==> config.mk <==
export PLATFORM = sky130hd
export DESIGN_NAME = sha1_message_digest_top_flat
export DESIGN_NICKNAME = d
export VERILOG_FILES = /design/src/hdl/sha1md_pkg.sv /design/src/hdl/sha1md_if.sv /design/src/hdl/sha1md_datapath.sv /design/src/hdl/sha1md_ctrl.sv /design/src/hdl/sha1_message_digest_top.sv /design/src/flat_wrapper.sv
export SDC_FILE = /design/constraint.sdc
export NUM_CORES = 2
export LEC_CHECK = 0
export BUFFER_PORTS_ARGS = -buffer_cell sky130_fd_sc_hd__buf_2
export CAP_MARGIN = 20
export CORE_MARGIN = 5
export CORE_UTILIZATION = 65
export DETAILED_ROUTE_END_ITERATION = 16
export GPL_TIMING_DRIVEN = 0
export PLACE_DENSITY = 0.88
export SETUP_SLACK_MARGIN = 0.1
export SLEW_MARGIN = 20
export SYNTH_ARGS = -nofsm -noshare
export SYNTH_HDL_FRONTEND = slang
export SYNTH_SLANG_ARGS = --single-unit
==> constraint.sdc <==
create_clock -name clk -period 19.05 [get_ports clk]
set_input_delay 0.9525 -clock clk [delete_from_list [all_inputs] [get_ports clk]]
set_output_delay 0.9525 -clock clk [all_outputs]
set_load 0.03 [all_outputs]
==> src/hdl/sha1md_pkg.sv <==
// Shared types and constants for the SHA-1 message digest block.
package sha1md_pkg;

	localparam int unsigned ROUNDS = 80;
	localparam int unsigned DIGEST_WORDS = 5;

	localparam logic [6:0] ROUND_LAST = 7'(ROUNDS - 1);
	localparam logic [2:0] WORD_LAST = 3'(DIGEST_WORDS - 1);
	localparam logic [5:0] FILL_LAST = 6'd63;
	localparam logic [5:0] FILL_LEN = 6'd56;

	localparam logic [31:0] K_ROUND0 = 32'h5A827999;
	localparam logic [31:0] K_ROUND1 = 32'h6ED9EBA1;
	localparam logic [31:0] K_ROUND2 = 32'h8F1BBCDC;
	localparam logic [31:0] K_ROUND3 = 32'hCA62C1D6;
	localparam logic [7:0] PAD_MARK = 8'h80;

	// index 0 is the first chaining word
	localparam logic [4:0][31:0] H_INIT = {
		32'hC3D2E1F0, 32'h10325476, 32'h98BADCFE, 32'hEFCDAB89, 32'h67452301
	};

	typedef enum logic [2:0] {
		ST_IDLE,
		ST_PAD,
		ST_ROUND,
		ST_ADD,
		ST_OUT
	} state_t;

	typedef enum logic [1:0] {
		SEL_DATA,
		SEL_MARK,
		SEL_ZERO,
		SEL_LEN
	} byte_sel_t;

	typedef struct packed {
		logic      push;
		byte_sel_t sel;
		logic      count;
		logic      round;
		logic      add;
		logic      emit;
		logic      restart;
	} ctrl_cmd_t;

	typedef struct packed {
		logic [5:0] fill;
		logic       round_last;
		logic       word_last;
	} ctrl_sts_t;

endpackage

==> src/hdl/sha1md_if.sv <==
// Handshake interfaces for message bytes in and digest words out.
interface sha1md_msg_if;
	logic       valid;
	logic       ready;
	logic [7:0] data_byte;
	logic       byte_present;
	logic       end_of_message;

	modport source (output valid, data_byte, byte_present, end_of_message, input ready);
	modport sink (input valid, data_byte, byte_present, end_of_message, output ready);
endinterface

interface sha1md_dig_if;
	logic        valid;
	logic        ready;
	logic [31:0] digest_word;
	logic [2:0]  word_index;
	logic        last_word;

	modport source (output valid, digest_word, word_index, last_word, input ready);
	modport sink (input valid, digest_word, word_index, last_word, output ready);
endinterface

==> src/hdl/sha1md_datapath.sv <==
// Datapath: block window, round working words, chaining words and length count.
module sha1md_datapath (
	input  logic                 clk,
	input  logic                 arst_n,
	input  sha1md_pkg::ctrl_cmd_t cmd,
	input  logic [7:0]           data_byte,
	output sha1md_pkg::ctrl_sts_t sts,
	output logic [31:0]          digest_word,
	output logic [2:0]           word_index,
	output logic                 last_word
);

	logic [4:0][31:0] h_q;
	logic [31:0]      a_q, b_q, c_q, d_q, e_q;
	logic [511:0]     wbuf_q;      // word 0 of the window at the top
	logic [5:0]       fill_q;
	logic [63:0]      total_q;
	logic [6:0]       rnd_q;
	logic [2:0]       idx_q;

	logic [63:0] bits_len;
	logic [7:0]  push_byte;
	logic [31:0] w0, w2, w8, w13, wmix, wnew;
	logic [31:0] f_val, k_val, t_val;
	logic        wrap;

	assign bits_len = {total_q[60:0], 3'b000};
	assign wrap     = cmd.push && (fill_q == sha1md_pkg::FILL_LAST);

	always_comb begin
		unique case (cmd.sel)
			sha1md_pkg::SEL_DATA: push_byte = data_byte;
			sha1md_pkg::SEL_MARK: push_byte = sha1md_pkg::PAD_MARK;
			sha1md_pkg::SEL_ZERO: push_byte = 8'h00;
			// fill 56..63 picks length bytes, most significant first
			sha1md_pkg::SEL_LEN:  push_byte = bits_len[{~fill_q[2:0], 3'b000} +: 8];
			default:              push_byte = 8'h00;
		endcase
	end

	assign w0   = wbuf_q[511:480];
	assign w2   = wbuf_q[447:416];
	assign w8   = wbuf_q[255:224];
	assign w13  = wbuf_q[95:64];
	assign wmix = w13 ^ w8 ^ w2 ^ w0;
	assign wnew = {wmix[30:0], wmix[31]};

	always_comb begin
		priority if (rnd_q < 7'd20) begin
			f_val = (b_q & c_q) | (~b_q & d_q);
			k_val = sha1md_pkg::K_ROUND0;
		end else if (rnd_q < 7'd40) begin
			f_val = b_q ^ c_q ^ d_q;
			k_val = sha1md_pkg::K_ROUND1;
		end else if (rnd_q < 7'd60) begin
			f_val = (b_q & c_q) | (b_q & d_q) | (c_q & d_q);
			k_val = sha1md_pkg::K_ROUND2;
		end else begin
			f_val = b_q ^ c_q ^ d_q;
			k_val = sha1md_pkg::K_ROUND3;
		end
	end

	assign t_val = {a_q[26:0], a_q[31:27]} + f_val + e_q + k_val + w0;

	// control-side state
	always_ff @(posedge clk or negedge arst_n) begin
		if (!arst_n) begin
			h_q     <= sha1md_pkg::H_INIT;
			fill_q  <= '0;
			total_q <= '0;
			rnd_q   <= '0;
			idx_q   <= '0;
		end else begin
			if (cmd.push)
				fill_q <= fill_q + 6'd1;
			if (cmd.count)
				total_q <= total_q + 64'd1;
			if (wrap)
				rnd_q <= '0;
			else if (cmd.round)
				rnd_q <= rnd_q + 7'd1;
			if (cmd.add) begin
				h_q[0] <= h_q[0] + a_q;
				h_q[1] <= h_q[1] + b_q;
				h_q[2] <= h_q[2] + c_q;
				h_q[3] <= h_q[3] + d_q;
				h_q[4] <= h_q[4] + e_q;
			end
			if (cmd.emit)
				idx_q <= idx_q + 3'd1;
			if (cmd.restart) begin
				h_q     <= sha1md_pkg::H_INIT;
				fill_q  <= '0;
				total_q <= '0;
				idx_q   <= '0;
			end
		end
	end

	// payload: block window and working words
	always_ff @(posedge clk) begin
		if (cmd.push)
			wbuf_q <= {wbuf_q[503:0], push_byte};
		else if (cmd.round)
			wbuf_q <= {wbuf_q[479:0], wnew};
		if (wrap) begin
			a_q <= h_q[0];
			b_q <= h_q[1];
			c_q <= h_q[2];
			d_q <= h_q[3];
			e_q <= h_q[4];
		end else if (cmd.round) begin
			a_q <= t_val;
			b_q <= a_q;
			c_q <= {b_q[1:0], b_q[31:2]};
			d_q <= c_q;
			e_q <= d_q;
		end
	end

	assign sts.fill       = fill_q;
	assign sts.round_last = (rnd_q == sha1md_pkg::ROUND_LAST);
	assign sts.word_last  = (idx_q == sha1md_pkg::WORD_LAST);

	assign digest_word = h_q[idx_q];
	assign word_index  = idx_q;
	assign last_word   = (idx_q == sha1md_pkg::WORD_LAST);

endmodule

==> src/hdl/sha1md_ctrl.sv <==
// Controller: sequences absorb, padding, compression rounds and digest output.
module sha1md_ctrl (
	input  logic                  clk,
	input  logic                  arst_n,
	input  logic                  msg_valid,
	input  logic                  byte_present,
	input  logic                  end_of_message,
	output logic                  msg_ready,
	output logic                  dig_valid,
	input  logic                  dig_ready,
	input  sha1md_pkg::ctrl_sts_t sts,
	output sha1md_pkg::ctrl_cmd_t cmd
);

	sha1md_pkg::state_t state_q, state_d;
	logic fin_q, fin_d;    // finishing a message
	logic mark_q, mark_d;  // 0x80 still to go
	logic len_q, len_d;    // length bytes started
	logic fill_end;

	assign fill_end = (sts.fill == sha1md_pkg::FILL_LAST);

	// next state
	always_comb begin
		state_d = state_q;
		fin_d   = fin_q;
		mark_d  = mark_q;
		len_d   = len_q;
		unique case (state_q)
			sha1md_pkg::ST_IDLE: begin
				if (msg_valid) begin
					if (end_of_message) begin
						fin_d  = 1'b1;
						mark_d = 1'b1;
						len_d  = 1'b0;
					end
					if (byte_present && fill_end)
						state_d = sha1md_pkg::ST_ROUND;
					else if (end_of_message)
						state_d = sha1md_pkg::ST_PAD;
				end
			end
			sha1md_pkg::ST_PAD: begin
				mark_d = 1'b0;
				if (!mark_q && (len_q || sts.fill == sha1md_pkg::FILL_LEN))
					len_d = 1'b1;
				if (fill_end)
					state_d = sha1md_pkg::ST_ROUND;
			end
			sha1md_pkg::ST_ROUND: begin
				if (sts.round_last)
					state_d = sha1md_pkg::ST_ADD;
			end
			sha1md_pkg::ST_ADD: begin
				if (!fin_q)
					state_d = sha1md_pkg::ST_IDLE;
				else if (len_q)
					state_d = sha1md_pkg::ST_OUT;
				else
					state_d = sha1md_pkg::ST_PAD;
			end
			sha1md_pkg::ST_OUT: begin
				if (dig_ready && sts.word_last) begin
					state_d = sha1md_pkg::ST_IDLE;
					fin_d   = 1'b0;
				end
			end
			default: state_d = sha1md_pkg::ST_IDLE;
		endcase
	end

	// outputs
	always_comb begin
		cmd       = '0;
		cmd.sel   = sha1md_pkg::SEL_DATA;
		msg_ready = 1'b0;
		dig_valid = 1'b0;
		unique case (state_q)
			sha1md_pkg::ST_IDLE: begin
				msg_ready = 1'b1;
				cmd.push  = msg_valid && byte_present;
				cmd.count = msg_valid && byte_present;
			end
			sha1md_pkg::ST_PAD: begin
				cmd.push = 1'b1;
				if (mark_q)
					cmd.sel = sha1md_pkg::SEL_MARK;
				else if (!len_q && sts.fill != sha1md_pkg::FILL_LEN)
					cmd.sel = sha1md_pkg::SEL_ZERO;
				else
					cmd.sel = sha1md_pkg::SEL_LEN;
			end
			sha1md_pkg::ST_ROUND: cmd.round = 1'b1;
			sha1md_pkg::ST_ADD:   cmd.add = 1'b1;
			sha1md_pkg::ST_OUT: begin
				dig_valid   = 1'b1;
				cmd.emit    = dig_ready;
				cmd.restart = dig_ready && sts.word_last;
			end
			default: ;
		endcase
	end

	always_ff @(posedge clk or negedge arst_n) begin
		if (!arst_n) begin
			state_q <= sha1md_pkg::ST_IDLE;
			fin_q   <= 1'b0;
			mark_q  <= 1'b0;
			len_q   <= 1'b0;
		end else begin
			state_q <= state_d;
			fin_q   <= fin_d;
			mark_q  <= mark_d;
			len_q   <= len_d;
		end
	end

`ifndef ASSERT_OFF
	a_no_overlap: assert property (@(posedge clk) disable iff (!arst_n)
		!(msg_ready && dig_valid))
		else $error("request taken while digest pending");

	a_wrap_compress: assert property (@(posedge clk) disable iff (!arst_n)
		(cmd.push && fill_end) |=> (state_q == sha1md_pkg::ST_ROUND))
		else $error("full block did not start compression");

	a_rounds_run: assert property (@(posedge clk) disable iff (!arst_n)
		(state_q == sha1md_pkg::ST_ROUND && !sts.round_last)
		|=> (state_q == sha1md_pkg::ST_ROUND))
		else $error("compression left early");

	a_add_after_rounds: assert property (@(posedge clk) disable iff (!arst_n)
		(state_q == sha1md_pkg::ST_ADD) |-> ($past(state_q) == sha1md_pkg::ST_ROUND))
		else $error("chain add without rounds");
`endif

endmodule

==> src/hdl/sha1_message_digest_top.sv <==
// Top level of the SHA-1 message digest block.
// Bytes arrive one per request on msg; the digest leaves as five 32-bit words on
// digest, first word first, word_index 0..4 and last_word on the fifth. A request
// with a byte and no end marker adds the byte to the block; the 64th byte of a block
// also starts 80 rounds (one per cycle in the single round unit), then the chain
// add, during which msg.ready is low. On the end marker the block pads one byte per
// cycle (0x80, zeros, 64-bit bit length), compresses one or two more blocks, then
// offers the five digest words, one per cycle while digest.ready is high, and
// returns to the standard initial state. No request is taken while padding,
// compressing or emitting. Reset needs no clearing pass.
module sha1_message_digest_top (
	input  logic     clk,
	input  logic     arst_n,
	sha1md_msg_if.sink   msg,
	sha1md_dig_if.source digest
);

	sha1md_pkg::ctrl_cmd_t cmd;
	sha1md_pkg::ctrl_sts_t sts;

	// sequencing: absorb, pad, rounds, chain add, emit
	sha1md_ctrl u_ctrl (
		.clk            (clk),
		.arst_n         (arst_n),
		.msg_valid      (msg.valid),
		.byte_present   (msg.byte_present),
		.end_of_message (msg.end_of_message),
		.msg_ready      (msg.ready),
		.dig_valid      (digest.valid),
		.dig_ready      (digest.ready),
		.sts            (sts),
		.cmd            (cmd)
	);

	// block window, round unit, chaining words; digest read straight from the chain
	sha1md_datapath u_datapath (
		.clk         (clk),
		.arst_n      (arst_n),
		.cmd         (cmd),
		.data_byte   (msg.data_byte),
		.sts         (sts),
		.digest_word (digest.digest_word),
		.word_index  (digest.word_index),
		.last_word   (digest.last_word)
	);

endmodule

==> src/flat_wrapper.sv <==
// flat-port wrapper written by rule: the top's interface ports become plain ports
module sha1_message_digest_top_flat 
  (clk, arst_n, msg_valid, msg_data_byte, msg_byte_present, msg_end_of_message, msg_ready, digest_valid, digest_digest_word, digest_word_index, digest_last_word, digest_ready);
  sha1md_msg_if msg_i ();
  sha1md_dig_if digest_i ();
  input  logic clk;
  input  logic arst_n;
  input wire logic [$bits(msg_i.valid)-1:0] msg_valid;
  input wire logic [$bits(msg_i.data_byte)-1:0] msg_data_byte;
  input wire logic [$bits(msg_i.byte_present)-1:0] msg_byte_present;
  input wire logic [$bits(msg_i.end_of_message)-1:0] msg_end_of_message;
  output wire logic [$bits(msg_i.ready)-1:0] msg_ready;
  output wire logic [$bits(digest_i.valid)-1:0] digest_valid;
  output wire logic [$bits(digest_i.digest_word)-1:0] digest_digest_word;
  output wire logic [$bits(digest_i.word_index)-1:0] digest_word_index;
  output wire logic [$bits(digest_i.last_word)-1:0] digest_last_word;
  input wire logic [$bits(digest_i.ready)-1:0] digest_ready;
  assign msg_i.valid = msg_valid;
  assign msg_i.data_byte = msg_data_byte;
  assign msg_i.byte_present = msg_byte_present;
  assign msg_i.end_of_message = msg_end_of_message;
  assign msg_ready = msg_i.ready;
  assign digest_valid = digest_i.valid;
  assign digest_digest_word = digest_i.digest_word;
  assign digest_word_index = digest_i.word_index;
  assign digest_last_word = digest_i.last_word;
  assign digest_i.ready = digest_ready;
  sha1_message_digest_top u_core (.clk(clk), .arst_n(arst_n), .msg(msg_i), .digest(digest_i));
endmodule
==> impl_results.md <==
- Share of final-layout standard cells stronger than drive strength 1: 7.15%
- Final Max Slew Viols: 0
- Deepest clock path buffer count: 3
- Final worst-path cycle share: 46.7%
- Net Count, Synth: 6005
- CTS HTree Levels: 3
- Total number of vias: 44.7k
- Clk sinks: 915
- Yosys warning total: 0
- Quantity of gates resized following cts: 0
- Drt first pass iters: 7
- Placement Setup Slack: 10.46 ns
- Final global-route overflow total: 0
- Switching Share: 44.7%
- Worst vdd ir: 128 uV
- Post-CTS clock slew at the launch and capture registers of the worst setup and hold paths: 0.07 ns
- Final hold viol count: 0
- HPWL reported at the end of detailed placement: 133 mm
- CP required: 19.44 ns
- Number of port buffers: 51
- Total routed wirelength: 178 mm
- Maximum fanout encountered on the critical timing path: 11
- Synth Area per Inst: 9.50 um^2
- Row count: 105
- Leak: 26.2 nW
- Number of global-route vias before repair: 44.3k
- Commonest non-fill, non-tap cell in the layout: sky130_fd_sc_hd__nand2_1
- # placed instances: 6806
- Maximum number of pins on one net before global-route repair: 91
- Distinct cell type count after synthesis: 104
- Starting density of the core: 65.6%
- Instance count of the mapped netlist: 5667
- Final total power: 12.6 mW
- Area of the core: 82100 um^2
- Commonest non-fill, non-tap cells in the layout: 1976 x sky130_fd_sc_hd__nand2_1, 672 x sky130_fd_sc_hd__edfxtp_1, 290 x sky130_fd_sc_hd__o21ai_0, 276 x sky130_fd_sc_hd__inv_1, 259 x sky130_fd_sc_hd__nor2_1
- Reported max-cap violation count: 0
- Least-Margin Pin Slew: 1.25 ns
- Post-route minimum period: 8.89 ns
- Internal Power: 6.96 mW
- Die outline area: 88700 um^2
- First-pass GRT wire length: 265 mm
- Number of design-rule violations left by the first detailed-router iteration: 5659
- Number of antenna violations at the first check in global routing: 3
- Clk pwr share: 15.4%
- Share of total power in sequential cells: 34.3%
- FMAX: 112 MHz
- Via count normalized by instance count: 6.39
- RSZ-0062 raised after global routing: no
- Die Ht: 298 um
- Root buffer cell: sky130_fd_sc_hd__clkbuf_16
- Slack of the critical path: 10.16 ns
- Critical path start-end classification: reg -> reg
- Power density cells: 213 nW/um^2
- Antenna violation net count after detailed routing: 0
- Total global-route track usage: 39.4%
- Top Ports: 52
- Arrival time reported for the critical path endpoint: 9.29 ns
- Global placer's final weighted congestion: 1.04
- Final std cells w/o fill: 6986
- Number of nets in the finished design: 6172
- CTS tree: built
- Chip width: 298 um
- Source-to-sink clock delay at the later pin of the worst-skew pair: 0.70 ns
- Average wire per standard cell: 25.5 um
- Area Growth Syn to Fin: 9.85%
- Combinational group share of total power: 50.3%
- Worst min-delay path category: in -> async
- Worst Clk Skew: 0.0621 ns
- Share of flip-flops with an asynchronous set or reset after synthesis: 26.6%
- Net switching power of the design: 5.62 mW
- Flip-flop cell with the highest count after synthesis: sky130_fd_sc_hd__edfxtp_1
- TritonCTS Buffers: 96
- Count of flip-flops with a built-in enable after synthesis: 672
- Share of synthesized area occupied by flip-flops and latches: 48.9%
- Number of synthesized register bits: 915
- Count of final setup violators: 0
- Slew Limit Headroom: 16.7%
- Element type at the critical path start: register
- Buffer count from post-CTS setup fixing: 0
- DRC viols: 0
- Result of the run: complete, no violations
- Hold buffer count at CTS: 0
- Utilization of the core after routing: 72.1%
- Crit path capture type: register
- Summed instance area of the synthesized netlist: 53900 um^2
path summary, 6_finish.rpt:
path	start	to	slack, ns	cells past startpoint
max in group asynchronous	arst_n	u_core.u_datapath.h_q[158]$_DFFE_PN1P_	17.85	3
min in group clk	u_core.u_ctrl.mark_q$_DFFE_PN0P_	u_core.u_ctrl.mark_q$_DFFE_PN0P_	0.50	1
min reg2reg	u_core.u_ctrl.mark_q$_DFFE_PN0P_	u_core.u_ctrl.mark_q$_DFFE_PN0P_	0.50	1
max reg2reg	u_core.u_datapath.rnd_q[4]$_DFFE_PN0P_	u_core.u_datapath.a_q[30]$_DFFE_PP_	10.16	22
min	arst_n	u_core.u_datapath.h_q[90]$_DFFE_PN0P_	0.11	1
max	u_core.u_datapath.rnd_q[4]$_DFFE_PN0P_	u_core.u_datapath.a_q[30]$_DFFE_PP_	10.16	22
per-layer routing:
layer / part of all wire [%] / vias to the layer above / global-route usage [%]
met5: 0 / - / 0
met4: 9.4 / 0 / 28.8
met3: 12 / 692 / 8.57
met2: 46 / 2981 / 63.0
met1: 33 / 21400 / 47.6
li1: - / 19600 / -
synth_stat cells (7+ instances only):
cell type	n	share of area, %
sky130_fd_sc_hd__nand2_1	1978	14
sky130_fd_sc_hd__edfxtp_1	672	37
sky130_fd_sc_hd__o21ai_0	290	2.7
sky130_fd_sc_hd__inv_1	276	1.9
sky130_fd_sc_hd__nor2_1	260	1.8
sky130_fd_sc_hd__a21oi_1	234	2.2
sky130_fd_sc_hd__clkbuf_1	216	1.5
sky130_fd_sc_hd__ha_1	199	4.6
sky130_fd_sc_hd__xnor2_1	190	3.1
sky130_fd_sc_hd__dfrtp_1	163	7.6
sky130_fd_sc_hd__xor2_1	127	2.1
sky130_fd_sc_hd__fa_1	125	4.6
sky130_fd_sc_hd__nand3_1	102	0.95
sky130_fd_sc_hd__a21o_1	84	1.2
sky130_fd_sc_hd__dfstp_2	80	3.9
sky130_fd_sc_hd__nor3_1	68	0.63
sky130_fd_sc_hd__mux4_2	45	1.9
sky130_fd_sc_hd__mux2i_1	36	0.67
sky130_fd_sc_hd__and3_1	34	0.39
sky130_fd_sc_hd__nand2b_1	30	0.35
sky130_fd_sc_hd__a211oi_1	29	0.40
sky130_fd_sc_hd__or3_1	29	0.34
sky130_fd_sc_hd__o21a_1	27	0.38
sky130_fd_sc_hd__buf_1	25	0.17
sky130_fd_sc_hd__nor2b_1	23	0.27
sky130_fd_sc_hd__nand4_1	22	0.26
sky130_fd_sc_hd__o21bai_1	19	0.26
sky130_fd_sc_hd__o22ai_1	17	0.20
sky130_fd_sc_hd__a221o_1	16	0.30
sky130_fd_sc_hd__o21ai_1	16	0.15
sky130_fd_sc_hd__a31oi_1	14	0.16
sky130_fd_sc_hd__and2_1	12	0.14
sky130_fd_sc_hd__mux2_2	12	0.25
sky130_fd_sc_hd__o31ai_1	12	0.17
sky130_fd_sc_hd__and4_1	11	0.18
sky130_fd_sc_hd__o211ai_1	11	0.15
sky130_fd_sc_hd__nor4_1	10	0.12
sky130_fd_sc_hd__a221oi_1	9	0.15
sky130_fd_sc_hd__o22a_1	8	0.13
sky130_fd_sc_hd__a211o_1	7	0.11
sky130_fd_sc_hd__a31o_2	7	0.11
worst max-delay path, stage by stage, from the launching register on:
cell                       delay, ns
sky130_fd_sc_hd__dfrtp_1        0.45
sky130_fd_sc_hd__nand4_1        0.18
sky130_fd_sc_hd__nor2b_1        0.91
sky130_fd_sc_hd__nand2_1        0.62
sky130_fd_sc_hd__inv_1          0.36
sky130_fd_sc_hd__nor2_1         0.18
sky130_fd_sc_hd__clkbuf_1       0.37
sky130_fd_sc_hd__buf_1          0.59
sky130_fd_sc_hd__a221oi_1       0.77
sky130_fd_sc_hd__fa_1           0.56
sky130_fd_sc_hd__fa_1           0.52
sky130_fd_sc_hd__inv_1          0.04
sky130_fd_sc_hd__ha_1           0.23
sky130_fd_sc_hd__a211oi_1       0.35
sky130_fd_sc_hd__o211ai_1       0.22
sky130_fd_sc_hd__a32oi_1        0.48
sky130_fd_sc_hd__nor3_1         0.18
sky130_fd_sc_hd__o32ai_1        0.58
sky130_fd_sc_hd__o31ai_1        0.18
sky130_fd_sc_hd__a41oi_1        0.35
sky130_fd_sc_hd__a21boi_1       0.13
sky130_fd_sc_hd__xnor2_1        0.22
sky130_fd_sc_hd__a21oi_1        0.10
power groups by stage:
stage                     logic [mW]  clock network (mW)  registers (mW)
after global routing            6.94                2.02            4.34
after floorplan                 4.61                   0            4.08
final                           6.33                1.94            4.32
after CTS                       6.21                1.93            4.24
after detailed placement        6.10                   0            4.25
after global placement          5.86                   0            4.53
registers in the layout, indices dropped and copies added, names as in the netlist, 32 cells and up:
register / cells
u_core.u_datapath.total_q: 61
u_core.u_datapath.d_q: 32
u_core.u_datapath.e_q: 32
u_core.u_datapath.a_q: 32
u_core.u_datapath.c_q: 32
u_core.u_datapath.b_q: 32
u_core.u_datapath.h_q: 160
u_core.u_datapath.wbuf_q: 512
final cells by class:
cell class	instances	area, um^2
tap	1070	1340
multi-input combinational	4226	25500
timing repair buffer	69	706
clock buffer	118	2580
sequential	915	26400
clock inverter	61	637
fill	5782	22900
antenna	1	2.50
buffer	249	1000
inverter	277	1040
per-stage QoR:
stage / hold WS (ns) / TNS [ns] / cell area, um^2
final: 0.108 / 0 / 59200
after global routing: 0.116 / 0 / 59200
after CTS: 0.0943 / 0 / 59200
after detailed placement: 0.486 / 0 / 55900
after global placement: 0.475 / -432.47 / 55500
after floorplan: 0.458 / 0 / 53900
cells by family (layout without fill, tap and decap cells):
group,Yosys count,count (layout),share of synthesized area (%)
AND/OR/NAND/NOR,2615,2615,19.9
flip-flops,915,915,48.9
AO/OA/AOI/OAI,877,877,10.2
buffers and inverters,526,774,3.77
adder cells (fa/ha/maj),324,324,9.27
XOR/XNOR,317,317,5.15
multiplexers,93,93,2.80
other,0,1,0
(Power assumes the default switching activity.)
